<file path="config.mk">
export PLATFORM = sky130hd
export DESIGN_NAME = avkf_alu
export DESIGN_NICKNAME = d
export VERILOG_FILES = /design/src/rtl/avkf_pkg.sv /design/src/rtl/avkf_alu.sv
export SDC_FILE = /design/constraint.sdc
export NUM_CORES = 2
export LEC_CHECK = 0
export BUFFER_PORTS_ARGS = -buffer_cell sky130_fd_sc_hd__buf_2
export CAP_MARGIN = 20
export CORE_ASPECT_RATIO = 0.5
export CORE_MARGIN = 2
export CORE_UTILIZATION = 45
export DETAILED_ROUTE_END_ITERATION = 7
export PLACE_DENSITY_LB_ADDON = 0.1
export SYNTH_ARGS = -nofsm -noshare
export SYNTH_HDL_FRONTEND = slang
export SYNTH_SLANG_ARGS = --single-unit
</file>
<file path="constraint.sdc">
create_clock -name vclk -period 17.2
set_input_delay 2.58 -clock vclk [all_inputs]
set_output_delay 2.58 -clock vclk [all_outputs]
set_load 0.02 [all_outputs]
</file>
<file path="src/rtl/avkf_pkg.sv">
`timescale 1ns / 1ps
// ----------------------------------------------------------------------------
// avkf_pkg: shared types and constants
// Fixed-point widths, register indexes, opcodes, sequencer states, ALU operations and divider types.
// ----------------------------------------------------------------------------
package avkf_pkg;

	localparam int FRAC_BITS = 16;
	localparam int DT_BITS   = 16;
	localparam int W         = 32;
	localparam logic signed [W-1:0] ONE = W'(1) << FRAC_BITS;

	localparam logic [2:0] REG_Q_ALT     = 3'd0;
	localparam logic [2:0] REG_Q_VEL     = 3'd1;
	localparam logic [2:0] REG_Q_CROSS   = 3'd2;
	localparam logic [2:0] REG_R_MEAS    = 3'd3;
	localparam logic [2:0] REG_P_INITIAL = 3'd4;

	localparam logic OP_UPDATE  = 1'b0;
	localparam logic OP_RESTART = 1'b1;

	// Shared unit operations.
	typedef enum logic [1:0] {
		ALU_ADD,
		ALU_SUB,
		ALU_MULFX,
		ALU_MULDT
	} alu_op_t;

	// Sequencer states.
	typedef enum logic [2:0] {
		ST_IDLE,
		ST_PRED,
		ST_DIV0,
		ST_DIV1,
		ST_CORR,
		ST_OUT
	} state_t;

	// Divider request and status.
	typedef struct packed {
		logic             start;
		logic signed [W-1:0] num;
		logic signed [W-1:0] den;
	} div_req_t;

	typedef struct packed {
		logic             done;
		logic signed [W-1:0] quo;
		logic             clip;
	} div_rsp_t;

endpackage

</file>
<file path="src/rtl/avkf_alu.sv">
`timescale 1ns / 1ps
// ----------------------------------------------------------------------------
// avkf_alu: shared saturating arithmetic unit
// One saturating add, subtract or fixed-point multiply per cycle.
// ----------------------------------------------------------------------------
module avkf_alu
	import avkf_pkg::*;
(
	input  alu_op_t             op,
	input  logic signed [W-1:0] a,
	input  logic signed [W-1:0] b,
	output logic signed [W-1:0] y,
	output logic                clip
);

	logic signed [2*W-1:0] prod;
	logic signed [2*W-1:0] wide;
	logic signed [W:0]     bm;

	always_comb begin
		// The time step is an unsigned 16-bit fraction; other operands are signed.
		bm   = (op == ALU_MULDT) ? {{(W-15){1'b0}}, b[15:0]} : {b[W-1], b};
		prod = a * bm;
		unique case (op)
			ALU_ADD:   wide = 64'(a) + 64'(b);
			ALU_SUB:   wide = 64'(a) - 64'(b);
			ALU_MULFX: wide = prod >>> FRAC_BITS;
			ALU_MULDT: wide = prod >>> DT_BITS;
			default:   wide = '0;
		endcase
		clip = 1'b0;
		if (wide > 64'sh7FFFFFFF) begin
			y = 32'sh7FFFFFFF;
			clip = 1'b1;
		end else if (wide < -64'sh80000000) begin
			y = 32'sh80000000;
			clip = 1'b1;
		end else begin
			y = wide[W-1:0];
		end
	end

endmodule

</file>
==> metrics.txt <==
CP endpoint kind=output pin; RSZ-0062 raised after global routing=no; Core Util, Final=47.2%; Die W=433 um; Ys Warns=0; Worst Tran Pin Value=1.10 ns; drt first pass iters=5; sequential share of the synthesized area=0%; Final Max Tran Viols=0; number of fill cells=9039; critical path data required time=14.62 ns; Die Ht=219 um; Crit path top cell by count=fa_1; Critical Path Source Type=input port; CP Max Fanout=42; Max Clk Rate=63.2 MHz; # hold bufs at CTS=0; die area=94800 um^2; Setup Viol. Count Final=0; Seq cells=0; CLK BUF=0; Avg WL per Cell=23.3 um; CTS resizes=0; Total GRT Usage=29.7%; Crit path arrival time=13.25 ns; post-CTS setup buffers=0; number of global-route vias before repair=34400; num ports=99; Initial Utilization=45.6%; # port buffers=99; FF+latch area=0 um^2; global-route wire length before repair=212000 um; DR vias/cell=5.51; part of the cycle the worst path needs=92.0%; syn_area_per_cell=8.84 um^2; nets=5960; GRT Residual Overflow=0; Area growth, synth to finish=3.47%; via count=32000; minimum clock period=15.83 ns; Final HPWL DP=111000 um; syn_nets=6085; setup_tns=0 ns; wirelength, routed=136000 um; Slowest-stage cell, CP=fa_1; num rows=78; max incr delay on CP=0.92 ns; layout cells sized above 1=5.28%; final hold viol count=0; status=complete, no violations; Iter 0 DRT Violations=2575; Slew headroom=26.6%; core area=91000 um^2; final hold slack=6.18 ns; GPL Wtd Cong=0.985; Syn Inst Count=4692; Hold WC Path Type=input port to output pin; initial antenna violation count=14; post-route ant nets=0; drt drc=0; footprint of the multi-input gates=36400 um^2; max_cap viols=0; pin count of the biggest net entering global routing=177; Yosys cell types=93; synthesized cell area=41500 um^2; Crit Path Class=input port to output pin
-- layer usage --
layer	part of all wire (%)	routed length (um)	up-vias	GRT usage [%]
li1	-	-	14000	-
met1	46	62300	16800	44.0
met2	45	60800	1093	47.2
met5	0	0	-	0
met3	7.2	9780	106	3.76
met4	2.0	2690	0	5.11
-- cell type report --
cell class / instances / area share, %
multi-input cells: 3341 / 84.8
inverters: 1063 / 9.30
well taps: 1240 / 3.61
repair buffers: 161 / 2.27
diodes: 4 / 0.0233
-- final timing paths --
| path | startpoint | end | slack [ns] | cells past startpoint |
|---|---|---|---|---|
| max | op[0] | y[1] | 1.37 | 29 |
| min | op[1] | y[23] | 6.18 | 6 |
-- cells in the final DEF, fill, tap and decap left out, types with 6 or more instances in the layout --
cell type and n:
o2111ai_1 6, o21ai_0 96, o21a_1 18, a31oi_1 10
nand2_1 460, or2_2 7, xnor2_1 60, nand3_1 17
and2_1 268, a21oi_1 152, xor2_1 19, or3_1 7
nor3_1 17, fa_1 1083, nor2b_1 11, and3_1 358
a21o_1 21, inv_1 1059, a211oi_2 31, mux2i_1 11
o211ai_1 11, buf_2 99, o21ai_1 15, buf_4 61
o21bai_1 22, a211oi_1 20, o31ai_1 13, a21oi_2 11
a221oi_1 6, nand2b_1 17, ha_1 244, nor2_1 188
nand4_1 25, nor4_1 9
-- through the flow --
step                instances  cell area (um^2)  worst slack (ns)
CTS                      5805             42900              1.38
global route             5806             42900             0.731
finish                   5809             42900              1.37
global placement         5805             42900              1.57
floorplan                4692             41500              2.79
detailed placement       5805             42900              1.43
-- critical path, delay by kind of cell --
| kind | cells | cell delay (ns) |
|---|---|---|
| compound gates | 9 | 2.24 |
| fa+ha+maj | 9 | 4.92 |
| buf+inv | 7 | 2.20 |
| simple gates | 4 | 1.22 |
-- synth_stat cells, drive strengths merged (28+ instances only) --
cell    instances  area [um^2]
fa           1083        21700
inv          1061         3980
nand2         461         1730
and3          358         2240
and2          268         1680
clkbuf        260          977
ha            244         3050
nor2          188          706
a21oi         163          816
o21ai         113          573
xnor2          60          526
a211oi         52          558
buf            28          176
-- kinds of logic after synthesis --
group,synth area share [%]
multiplexers,0.347
XOR/XNOR,1.67
AND/OR/NAND/NOR,17.4
adder cells (fa/ha/maj),59.6
AO/OA/AOI/OAI,8.55
buffers and inverters,12.4
