===== src/rtl/avkf_pkg.sv =====
`timescale 1ns / 1ps
// ----------------------------------------------------------------------------
// avkf_pkg: shared types and constants
// Fixed-point widths, register indexes, opcodes, sequencer states, ALU operations and divider types.
// ----------------------------------------------------------------------------
package avkf_pkg;

	localparam int FRAC_BITS = 16;
	localparam int DT_BITS   = 16;
	localparam int W         = 32;
	localparam logic signed [W-1:0] ONE = W'(1) << FRAC_BITS;

	localparam logic [2:0] REG_Q_ALT     = 3'd0;
	localparam logic [2:0] REG_Q_VEL     = 3'd1;
	localparam logic [2:0] REG_Q_CROSS   = 3'd2;
	localparam logic [2:0] REG_R_MEAS    = 3'd3;
	localparam logic [2:0] REG_P_INITIAL = 3'd4;

	localparam logic OP_UPDATE  = 1'b0;
	localparam logic OP_RESTART = 1'b1;

	// Shared unit operations.
	typedef enum logic [1:0] {
		ALU_ADD,
		ALU_SUB,
		ALU_MULFX,
		ALU_MULDT
	} alu_op_t;

	// Sequencer states.
	typedef enum logic [2:0] {
		ST_IDLE,
		ST_PRED,
		ST_DIV0,
		ST_DIV1,
		ST_CORR,
		ST_OUT
	} state_t;

	// Divider request and status.
	typedef struct packed {
		logic             start;
		logic signed [W-1:0] num;
		logic signed [W-1:0] den;
	} div_req_t;

	typedef struct packed {
		logic             done;
		logic signed [W-1:0] quo;
		logic             clip;
	} div_rsp_t;

endpackage


===== src/rtl/avkf_div.sv =====
`timescale 1ns / 1ps
// ----------------------------------------------------------------------------
// avkf_div: gain divider
// Computes (num * ONE) / den, den > 0, one quotient bit per cycle, truncated
// toward zero and saturated to 32 bits.
// ----------------------------------------------------------------------------
module avkf_div
	import avkf_pkg::*;
(
	input  logic     clk,
	input  logic     arst_n,
	input  div_req_t req,
	output div_rsp_t rsp
);

	localparam int NW = W + FRAC_BITS;
	localparam int CW = $clog2(NW + 1);

	logic [NW-1:0] quo_q;
	logic [NW-1:0] dvd_q;
	logic [W:0]    rem_q;
	logic [W-1:0]  den_q;
	logic          neg_q;
	logic          busy_q;
	logic          done_q;
	logic [CW-1:0] cnt_q;
	logic [W:0]    trial;
	logic [W:0]    diff;
	logic [W-1:0]  mag;
	logic [NW-1:0] num_ext;

	always_comb begin
		trial   = {rem_q[W-1:0], dvd_q[NW-1]};
		diff    = trial - {1'b0, den_q};
		mag     = req.num[W-1] ? W'(-req.num) : W'(req.num);
		num_ext = {mag, {FRAC_BITS{1'b0}}};
	end

	always_ff @(posedge clk or negedge arst_n) begin
		if (!arst_n) begin
			busy_q <= 1'b0;
			done_q <= 1'b0;
			cnt_q  <= '0;
		end else begin
			done_q <= 1'b0;
			if (req.start) begin
				busy_q <= 1'b1;
				cnt_q  <= CW'(NW);
			end else if (busy_q) begin
				cnt_q <= cnt_q - 1'b1;
				if (cnt_q == CW'(1)) begin
					busy_q <= 1'b0;
					done_q <= 1'b1;
				end
			end
		end
	end

	always_ff @(posedge clk) begin
		if (req.start) begin
			dvd_q <= num_ext;
			rem_q <= '0;
			quo_q <= '0;
			den_q <= req.den;
			neg_q <= req.num[W-1];
		end else if (busy_q) begin
			dvd_q <= dvd_q << 1;
			if (!diff[W]) begin
				rem_q <= diff;
				quo_q <= {quo_q[NW-2:0], 1'b1};
			end else begin
				rem_q <= trial;
				quo_q <= {quo_q[NW-2:0], 1'b0};
			end
		end
	end

	// The magnitude quotient is below 2^48; apply sign and saturate.
	logic [NW:0] qs;
	always_comb begin
		qs       = neg_q ? -{1'b0, quo_q} : {1'b0, quo_q};
		rsp.done = done_q;
		rsp.clip = 1'b0;
		rsp.quo  = qs[W-1:0];
		if (!neg_q && quo_q > NW'(32'h7FFFFFFF)) begin
			rsp.quo  = 32'sh7FFFFFFF;
			rsp.clip = 1'b1;
		end else if (neg_q && quo_q > NW'(33'h80000000)) begin
			rsp.quo  = 32'sh80000000;
			rsp.clip = 1'b1;
		end
	end

endmodule


===== config.mk =====
export PLATFORM = sky130hd
export DESIGN_NAME = avkf_div
export DESIGN_NICKNAME = d
export VERILOG_FILES = /design/src/rtl/avkf_pkg.sv /design/src/rtl/avkf_div.sv
export SDC_FILE = /design/constraint.sdc
export NUM_CORES = 1
export LEC_CHECK = 0
export BUFFER_PORTS_ARGS = -buffer_cell sky130_fd_sc_hd__buf_2
export CAP_MARGIN = 0
export CORE_MARGIN = 2
export CORE_UTILIZATION = 60
export CTS_CLUSTER_DIAMETER = 120
export DETAILED_ROUTE_END_ITERATION = 8
export PLACE_DENSITY = 0.92
export SYNTH_ARGS = -nofsm -noshare
export SYNTH_HDL_FRONTEND = slang
export SYNTH_SLANG_ARGS = --single-unit

===== constraint.sdc =====
create_clock -name clk -period 4.91 [get_ports clk]
set_input_delay 0.982 -clock clk [delete_from_list [all_inputs] [get_ports clk]]
set_output_delay 0.982 -clock clk [all_outputs]
set_load 0.02 [all_outputs]

==> impl.org, run 1 <==
** Floorplanning
- Core region area :: 0.0153 mm2
- Die Span Y :: 129 um
- Boundary pin count :: about 100
- In this run the horizontal extent of the chip is 129 um.
- The die covers roughly 0.017 mm2.
- Initial core utilization :: 0.617
- Row cnt :: 45

** Timing
- Dividing the final minimum period by the clock period gives 0.952.
- The final number of max-transition violations was 0.
- Setup repair after global routing left no endpoint under its margin.
- Max-slew headroom at the worst pin :: 0.197
- Setup clock skew after layout :: 0.00930 ns
- Highest Clock Rate :: 214 MHz
- Worst Max-Slew Pin Slew :: 1.20 ns
- Across all setup checks in the final design, the least slack found is about 0.24 ns.
- The final hold violation count is 0.
- The tightest hold path in the finished design has a slack of around 0.38 ns.
- The worst path needs between 4 and 5 ns of the cycle, external delays included.
- Sum Neg Setup Slack :: 0 ns
- Setup violations remaining at the end of the flow were counted as 0.

** Hold path
- Classification of the worst-slack hold path :: input pin to asynchronous set/reset pin

** Yosys
- Synth warnings :: 0
- Counting every instance in the synthesized netlist gives 1066.
- Share of synthesized cell area in and, or, nand and nor gates :: 0.177
- The synthesized design contains 65 enable-type register cells.
- The synthesized design spends more area on one cell type than any other, namely sky130_fd_sc_hd__edfxtp_1.
- Dominant combinational cell family by area after synthesis :: compound AO/OA/AOI/OAI gates
- Mux cell area share after synthesis :: 0.0601
- After synthesis, the share of flip-flops with an asynchronous set or reset is 0.0523.
- The number of nets handed over by synthesis was 1170.
- The share of the Yosys chip area taken by registers is 0.399.
- The average instance in the mapped netlist occupies 8.83 um2.
- Synth Cell Area :: 0.00941 mm2
- Post-synthesis register bit count :: 153
- Of the total synthesized cell area, the portion taken by XOR and XNOR cells is 0.0735.
- Cell types with the largest area share after synthesis :: sky130_fd_sc_hd__edfxtp_1 21%, sky130_fd_sc_hd__dfxtp_1 17%, sky130_fd_sc_hd__nor2_1 5.9%
- Fraction of synthesized cell area taken by the top area cell type :: 0.207
- The synthesized netlist contains between 70 and 80 unique library cells.
- Among all flip-flop cells after synthesis, the most frequent one is sky130_fd_sc_hd__dfxtp_1.
- Of the total synthesized cell area, the portion taken by full adders, half adders and majority gates is 0.0500.
- The complex-gate fraction of the synthesized area came to 0.190.

** Global routing
- The total overflow left after global routing is 0.
- Total GRT Usage :: 0.265
- Maximum number of pins on one net before global-route repair :: ~110
- First-pass GRT wire length :: 35900 um
- The number of global-route vias before repair is 7510.
- The initial antenna violation count came to 1.

** Critical path
- CP Data Required Time :: ~3.9 ns
- The worst setup path is captured at an output pin.
- For the worst setup path, the data arrival time is approximately 3.7 ns.
- Largest fanout on the critical path :: 31
- The setup path with the least slack is of type register to output pin.
- Type of element launching the critical path :: register

** CTS
- H-tree Lvls :: 4
- The later pin in the worst-skew pair is clocked with a latency of between 0.4 and 0.5 ns.
- After clock tree synthesis, the flow added hold-fix buffers numbering 0.
- Clock net sink count :: 153
- CTS tree :: yes
- Resized cells post-CTS :: 0
- Setup fix buffers added after clock tree synthesis :: 0
- Number of clock buffers inserted by TritonCTS :: 17
- Root cell of the clock tree :: sky130_fd_sc_hd__clkbuf_16
- After clock tree synthesis, the clock-pin slew on the worst setup and hold paths is 0.07 ns.
- The clock passes through at most 2 buffers.

** Placement
- # placed instances :: between 1000 and 1500
- Post-Place Worst Slack :: 0.784 ns
- At the end of routability-driven placement, the weighted congestion stood at 0.920.
- Once detailed placement completed, the half-perimeter wirelength came to 14700 um.
- IO buf count :: 100

** Route
- Antenna Violating Nets Remaining :: 0
- Total via count after detailed routing :: 8203
- After detailed routing, the number of vias per cell comes to between 6 and 7.
- After the first detailed-routing iteration, the DRC count stood at between 700 and 800.
- After detailed routing, the average wire length per cell comes to 16.1 um.
- After detailed routing, the number of remaining DRC violations is 0.
- Final Routed Wirelength :: 21700 um
- Number of detailed-route iterations in the first pass :: 7

** Layout
- The net count of the finished layout is around 1200.
- In the final layout, the multi-input gates occupy 0.00519 mm2.
- Commonest non-fill, non-tap cell in the layout :: sky130_fd_sc_hd__nor2_1
- Across the whole layout, storage elements account for 0.00376 mm2.
- After filler insertion, the fill cell instance count of the layout stands at 1193.
- Growth of design area from synthesis to finish :: 12.3%
- Fraction of layout cells with a size suffix above 1 :: 0.142
- Leaving out fill and tap cells, the most frequent cells in the layout are 147 x sky130_fd_sc_hd__nor2_1, 99 x sky130_fd_sc_hd__buf_2, 80 x sky130_fd_sc_hd__dfxtp_1.
- After the flow finishes, the layout carries non-filler instances totaling 1348.

** Run status
- The flow ran to the end, and the final reports show no timing, DRC or antenna violations.

** Power and ir drop
- Dividing total power by cell area gives a power density of a little over 300 mW/mm2.
- Switching share of power :: 0.262
- Part of the total power dissipated in sequential elements :: 0.452
- For this design the static power due to leakage is around 4.8 nW.
- Summed over all nets, the switching power comes to 0.000839 W.
- Worst vdd ir :: 0.251 mV
- Of the total power, the clock network draws 0.421.
- Of the total power, combinational logic draws 0.128.
- Internal power :: roughly 0.0024 W

** Job
- Max-cap violations in this run came to 0.
## critical path: stages (launching register included)
cell and delay [ns]:
sky130_fd_sc_hd__dfxtp_1 0.38, sky130_fd_sc_hd__nor3_2 0.36, sky130_fd_sc_hd__nand4b_1 0.23, sky130_fd_sc_hd__or4_1 0.63, sky130_fd_sc_hd__or3_1 0.43, sky130_fd_sc_hd__or3_4 0.35, sky130_fd_sc_hd__o21a_1 0.19, sky130_fd_sc_hd__o21a_4 0.30
sky130_fd_sc_hd__o21ai_1 0.19, sky130_fd_sc_hd__buf_2 0.21
## cell type report
type / instances / area share
multi-input combinational: 795 / 0.491
sequential: 153 / 0.356
timing repair buffer: 107 / 0.0529
clock buffer: 21 / 0.0466
tap: 211 / 0.0250
inverter: 49 / 0.0174
clock inverter: 11 / 0.0114
antenna: 1 / 0.000237
## per-stage QoR
stage                     power (W)  utilization  cell area (um2)
final                       0.00320        0.693            10600
after global routing        0.00333        0.692            10600
after CTS                   0.00320        0.692            10600
after detailed placement    0.00187        0.652             9950
after global placement      0.00185        0.652             9950
after floorplan             0.00175            -             9410
## Yosys cell counts, types with 10 or more instances
master / number
sky130_fd_sc_hd__a21o_1: 10
sky130_fd_sc_hd__a21oi_1: 65
sky130_fd_sc_hd__a311oi_1: 29
sky130_fd_sc_hd__clkbuf_1: 52
sky130_fd_sc_hd__dfxtp_1: 80
sky130_fd_sc_hd__edfxtp_1: 65
sky130_fd_sc_hd__ha_1: 36
sky130_fd_sc_hd__inv_1: 48
sky130_fd_sc_hd__mux2i_1: 52
sky130_fd_sc_hd__nand2_1: 58
sky130_fd_sc_hd__nand3_1: 35
sky130_fd_sc_hd__nand4_1: 19
sky130_fd_sc_hd__nor2_1: 147
sky130_fd_sc_hd__nor3_1: 17
sky130_fd_sc_hd__nor4_1: 13
sky130_fd_sc_hd__o21ai_0: 65
sky130_fd_sc_hd__o21ai_1: 25
sky130_fd_sc_hd__o31ai_1: 17
sky130_fd_sc_hd__o41ai_1: 11
sky130_fd_sc_hd__xnor2_1: 17
sky130_fd_sc_hd__xor2_1: 62
## sequential cells by signal, indices dropped and copies added (netlist names)
name,flops
done_q,1
neg_q,1
busy_q,1
quo_q,48
rem_q,32
dvd_q,32
cnt_q,6
den_q,32
## worst paths after layout
| check | startpoint | end | slack, ns | depth (start not counted) |
|---|---|---|---|---|
| setup / recovery | quo_q[2]$_SDFFE_PP0P_ | rsp[20] | 0.24 | 9 |
| hold / removal | arst_n | cnt_q[5]$_DFFE_PN0P_ | 0.38 | 1 |
| setup reg to reg | dvd_q[47]$_DFFE_PP_ | rem_q[29]$_SDFFE_PP0P_ | 0.97 | 12 |
| hold reg to reg | rem_q[8]$_SDFFE_PP0P_ | rem_q[8]$_SDFFE_PP0P_ | 0.50 | 2 |
| max in group asynchronous | arst_n | busy_q$_DFF_PN0_ | 4.33 | 1 |
| min in group clk | rem_q[8]$_SDFFE_PP0P_ | rem_q[8]$_SDFFE_PP0P_ | 0.50 | 2 |
## power by group through the flow
stage / logic [W] / registers [W] / clock network (W)
6_report: 0.000408 / 0.00144 / 0.00134
3_3_place_gp: 0.000384 / 0.00147 / 0
3_5_place_dp: 0.000399 / 0.00147 / 0
4_1_cts: 0.000404 / 0.00144 / 0.00135
5_1_grt: 0.000456 / 0.00145 / 0.00142
2_1_floorplan: 0.000294 / 0.00146 / 0
## metal layers
layer,up-vias,GRT usage,share of wire
li1,4002,-,-
met1,3806,0.355,0.43
met2,350,0.430,0.48
met3,45,0.0607,0.067
met4,0,0.0767,0.021
met5,-,0,0
## cell families (layout without fill, tap and decap cells)
| kind of cell | count (synthesis) | after routing |
|---|---|---|
| buf+inv | 118 | 188 |
| fa+ha+maj | 37 | 37 |
| simple gates | 346 | 346 |
| other cells | 0 | 1 |
| compound gates | 277 | 277 |
| xor+xnor | 79 | 79 |
| mux | 56 | 56 |
| flops | 153 | 153 |
Note: power is estimated with default switching activity, not from simulation.
==> run 2, diff against run 1 <==
--- a/config.mk
+++ b/config.mk
@@ -12,6 +12,7 @@
 export CTS_CLUSTER_DIAMETER = 120
 export DETAILED_ROUTE_END_ITERATION = 8
 export PLACE_DENSITY = 0.92
+export REMOVE_ABC_BUFFERS = 1
 export SYNTH_ARGS = -nofsm -noshare
 export SYNTH_HDL_FRONTEND = slang
 export SYNTH_SLANG_ARGS = --single-unit
==> constraint.sdc (replaced) <==
create_clock -name clk -period 4.91 [get_ports clk]
set_input_delay 0.491 -clock clk [delete_from_list [all_inputs] [get_ports clk]]
set_output_delay 0.491 -clock clk [all_outputs]
set_load 0.02 [all_outputs]
==> run 2 against run 1 <==
  * Non-clock buffer count up 2
  * Critical path type unchanged
  * Critical endpoint is now rsp[8]
  * Maximum frequency increased by 11%
  * Critical path depth unchanged
  * Largest power group unchanged
  * Wire length is 2.5% lower
  * Clock skew increased by 0.0076 ns
  * Worst setup slack better by 0.47 ns
  * Power shrank 2.3%
  * First-iteration DRC count up 2.9%
  * Sequential cell count did not move
  * Via count down 0.61%
  * Combinational power shrank 2%
==> impl.org, run 2 (synthesized netlist as in run 1, its figures left out) <==
** Run status
- The flow ran to the end, and the final reports show no timing, DRC or antenna violations.

** Global routing
- The number of global-route vias before repair came to between 7000 and 8000.
- The initial antenna violation count is 1.
- For this run, the total global-route usage over all layers was measured as 0.258.
- First-pass GRT wire length :: 35300 um
- Global route total overflow :: 0
- Maximum number of pins on one net before global-route repair :: 89

** Layout
- Fraction of layout cells with a size suffix above 1 :: 0.142
- Max FFs per register :: 48
- After the flow finishes, the layout carries non-filler instances totaling 1350.
- More flip-flops sit in one register than any other, and that register is quo_q.
- Post-layout utilization of the core :: 0.691
- Growth of design area from synthesis to finish :: 12.1%
- Net total in the final layout :: 1229
- In the layout the commonest cells are 147 x sky130_fd_sc_hd__nor2_1, 99 x sky130_fd_sc_hd__buf_2, 80 x sky130_fd_sc_hd__dfxtp_1.
- Leaving out fill and tap cells, the most frequent cell in the layout is sky130_fd_sc_hd__nor2_1.

** Placement
- Final estimated routing congestion in global placement :: 0.964
- DP HPWL :: ~14000 um
- IO buf count :: 100
- Counting tap cells, the placed design contains a total of 1316 instances.

** Timing
- Worst hold margin :: 0.232 ns
- Dividing the final minimum period by the clock period gives 0.856.
- Adding up every negative setup slack in the final design gives 0 ns.
- Setup violations remaining at the end of the flow were counted as 0.
- Unrepaired setup endpoints after global routing :: false
- The final number of max-transition violations is 0.
- Worst Max-Slew Pin Slew :: 1.14 ns
- Highest Clock Rate :: roughly 240 MHz
- Max-slew headroom at the worst pin :: 0.240
- The worst path in the final design needs a cycle of 4.20 ns, including I/O delays and setup.
- Setup clock skew after layout :: roughly 0.017 ns
- Number of hold-slack violations in the final timing report :: 0

** Route
- Antenna Violating Nets Remaining :: 0
- The first routing iteration left 768 violations.
- Routed wire length per instance :: 15.7 um
- Number of detailed-route iterations in the first pass :: 5
- Using the TritonRoute via totals, the vias-per-cell ratio works out to 6.04.
- Across all layers, the routed design uses 8153 vias.
- Final Routed Wirelength :: 21200 um
- In the routed design, unresolved DRC markers number 0.

** Critical path
- The signal on the critical path passes through nor3_2 > nand4b_1 > or4_1 > or3_1 > or3_4 > o21a_1 > o21a_4 > o21ai_1 > buf_2.
- In this design, the stage delay of the slowest critical-path cell is 0.66 ns.
- Kind of end point of the critical path :: output pin
- CP Buf/Inv Count :: 1
- For the worst setup path, the data arrival time is approximately 3.7 ns.
- By startpoint and endpoint, the worst setup path is classified as register to output pin.
- On the critical path, the stage with the largest delay is an instance of sky130_fd_sc_hd__or4_1.
- CP Data Required Time :: between 4 and 5 ns
- STA classifies the critical path startpoint as a register.
- Along the worst path, the maximum fanout reaches 31.
- Cell type group with the largest total delay on the critical path :: simple AND/OR/NAND/NOR gates

** Power and ir drop
- Power spread over the standard cell area amounts to 296 mW/mm2.
- Summed over all cells, the static leakage comes to ~4.8 nW.
- Worst vdd ir :: 0.272 mV

** Floorplanning
- Die Span Y :: 129 um
- In this run the count of I/O pins placed on the die edge is 101.
- Die Outline Area :: about 0.017 mm2
- Row cnt :: 45
- Core region area :: 0.0153 mm2
- Initial core utilization :: 0.617
- In this run the horizontal extent of the chip is 129 um.

** Hold path
- Classification of the worst-slack hold path :: input pin to register

** CTS
- The H-tree was split into 4 levels.
- Buffers added to address setup during post-CTS repair amount to 0.
- CTS tree :: yes
- Root cell of the clock tree :: sky130_fd_sc_hd__clkbuf_16
- Counting along the longest clock path gives a buffer depth of 2.
- Number of buffers inserted for hold repair after clock tree synthesis :: 1
- Worst-Skew Late Latency :: 0.43 ns
- Number of clock buffers inserted by TritonCTS :: 17
- Resized cells post-CTS :: 0
- Clock tree synthesis found a total of 153 sinks.
- Clock-pin slew was measured on the worst setup and hold paths at 0.07 ns.

** Job
- Count of max-cap constraint violations :: 0
-- run 2: cell type report --
cell class / instances / area [um2]
Sequential cell: 153 / 3760
Clock buffer: 18 / 450
Inverter: 49 / 184
Timing Repair Buffer: 109 / 577
Fill cell: 1211 / 4710
Tap cell: 211 / 264
Clock inverter: 14 / 128
Antenna cell: 1 / 2.50
Multi-Input combinational cell: 795 / 5180
-- run 2: worst paths after layout --
| check | startpoint | to | slack [ns] | cells past startpoint |
|---|---|---|---|---|
| max | quo_q[2]$_SDFFE_PP0P_ | rsp[8] | 0.71 | 9 |
| min | req[21] | den_q[21]$_DFFE_PP_ | 0.23 | 1 |
| max reg2reg | dvd_q[47]$_DFFE_PP_ | rem_q[13]$_SDFFE_PP0P_ | 0.95 | 12 |
| min reg2reg | rem_q[17]$_SDFFE_PP0P_ | rem_q[17]$_SDFFE_PP0P_ | 0.50 | 2 |
| max in group asynchronous | arst_n | busy_q$_DFF_PN0_ | 4.24 | 2 |
| min in group asynchronous | arst_n | cnt_q[1]$_DFFE_PN0P_ | 0.47 | 2 |
-- run 2: where the power goes --
part | internal [W] | switching (W) | leakage [nW]
logic | 0.000161 | 0.000237 | 3.09
registers | 0.00141 | 0.0000406 | 1.39
clock network | 0.000698 | 0.000581 | 0.286
total | 0.00227 | 0.000858 | 4.77
-- run 2: layer usage --
metal  part of all wire  global-route usage  wire length, um  vias to the layer above
li1                   -                   -                -                     4008
met1               0.43               0.323             9180                     3889
met2               0.50               0.439            10500                      220
met3              0.051              0.0533             1080                       36
met4              0.020              0.0997              421                        0
met5                  0                   0                0                        -
-- run 2: through the flow --
stage | power [W] | setup WS (ns) | instance area [um2]
2_1_floorplan | 0.00173 | 0.419 | 9120
3_3_place_gp | 0.00185 | 1.17 | 9960
3_5_place_dp | 0.00187 | 0.993 | 9960
4_1_cts | 0.00314 | 0.748 | 10500
5_1_grt | 0.00325 | 0.565 | 10500
6_report | 0.00313 | 0.706 | 10500
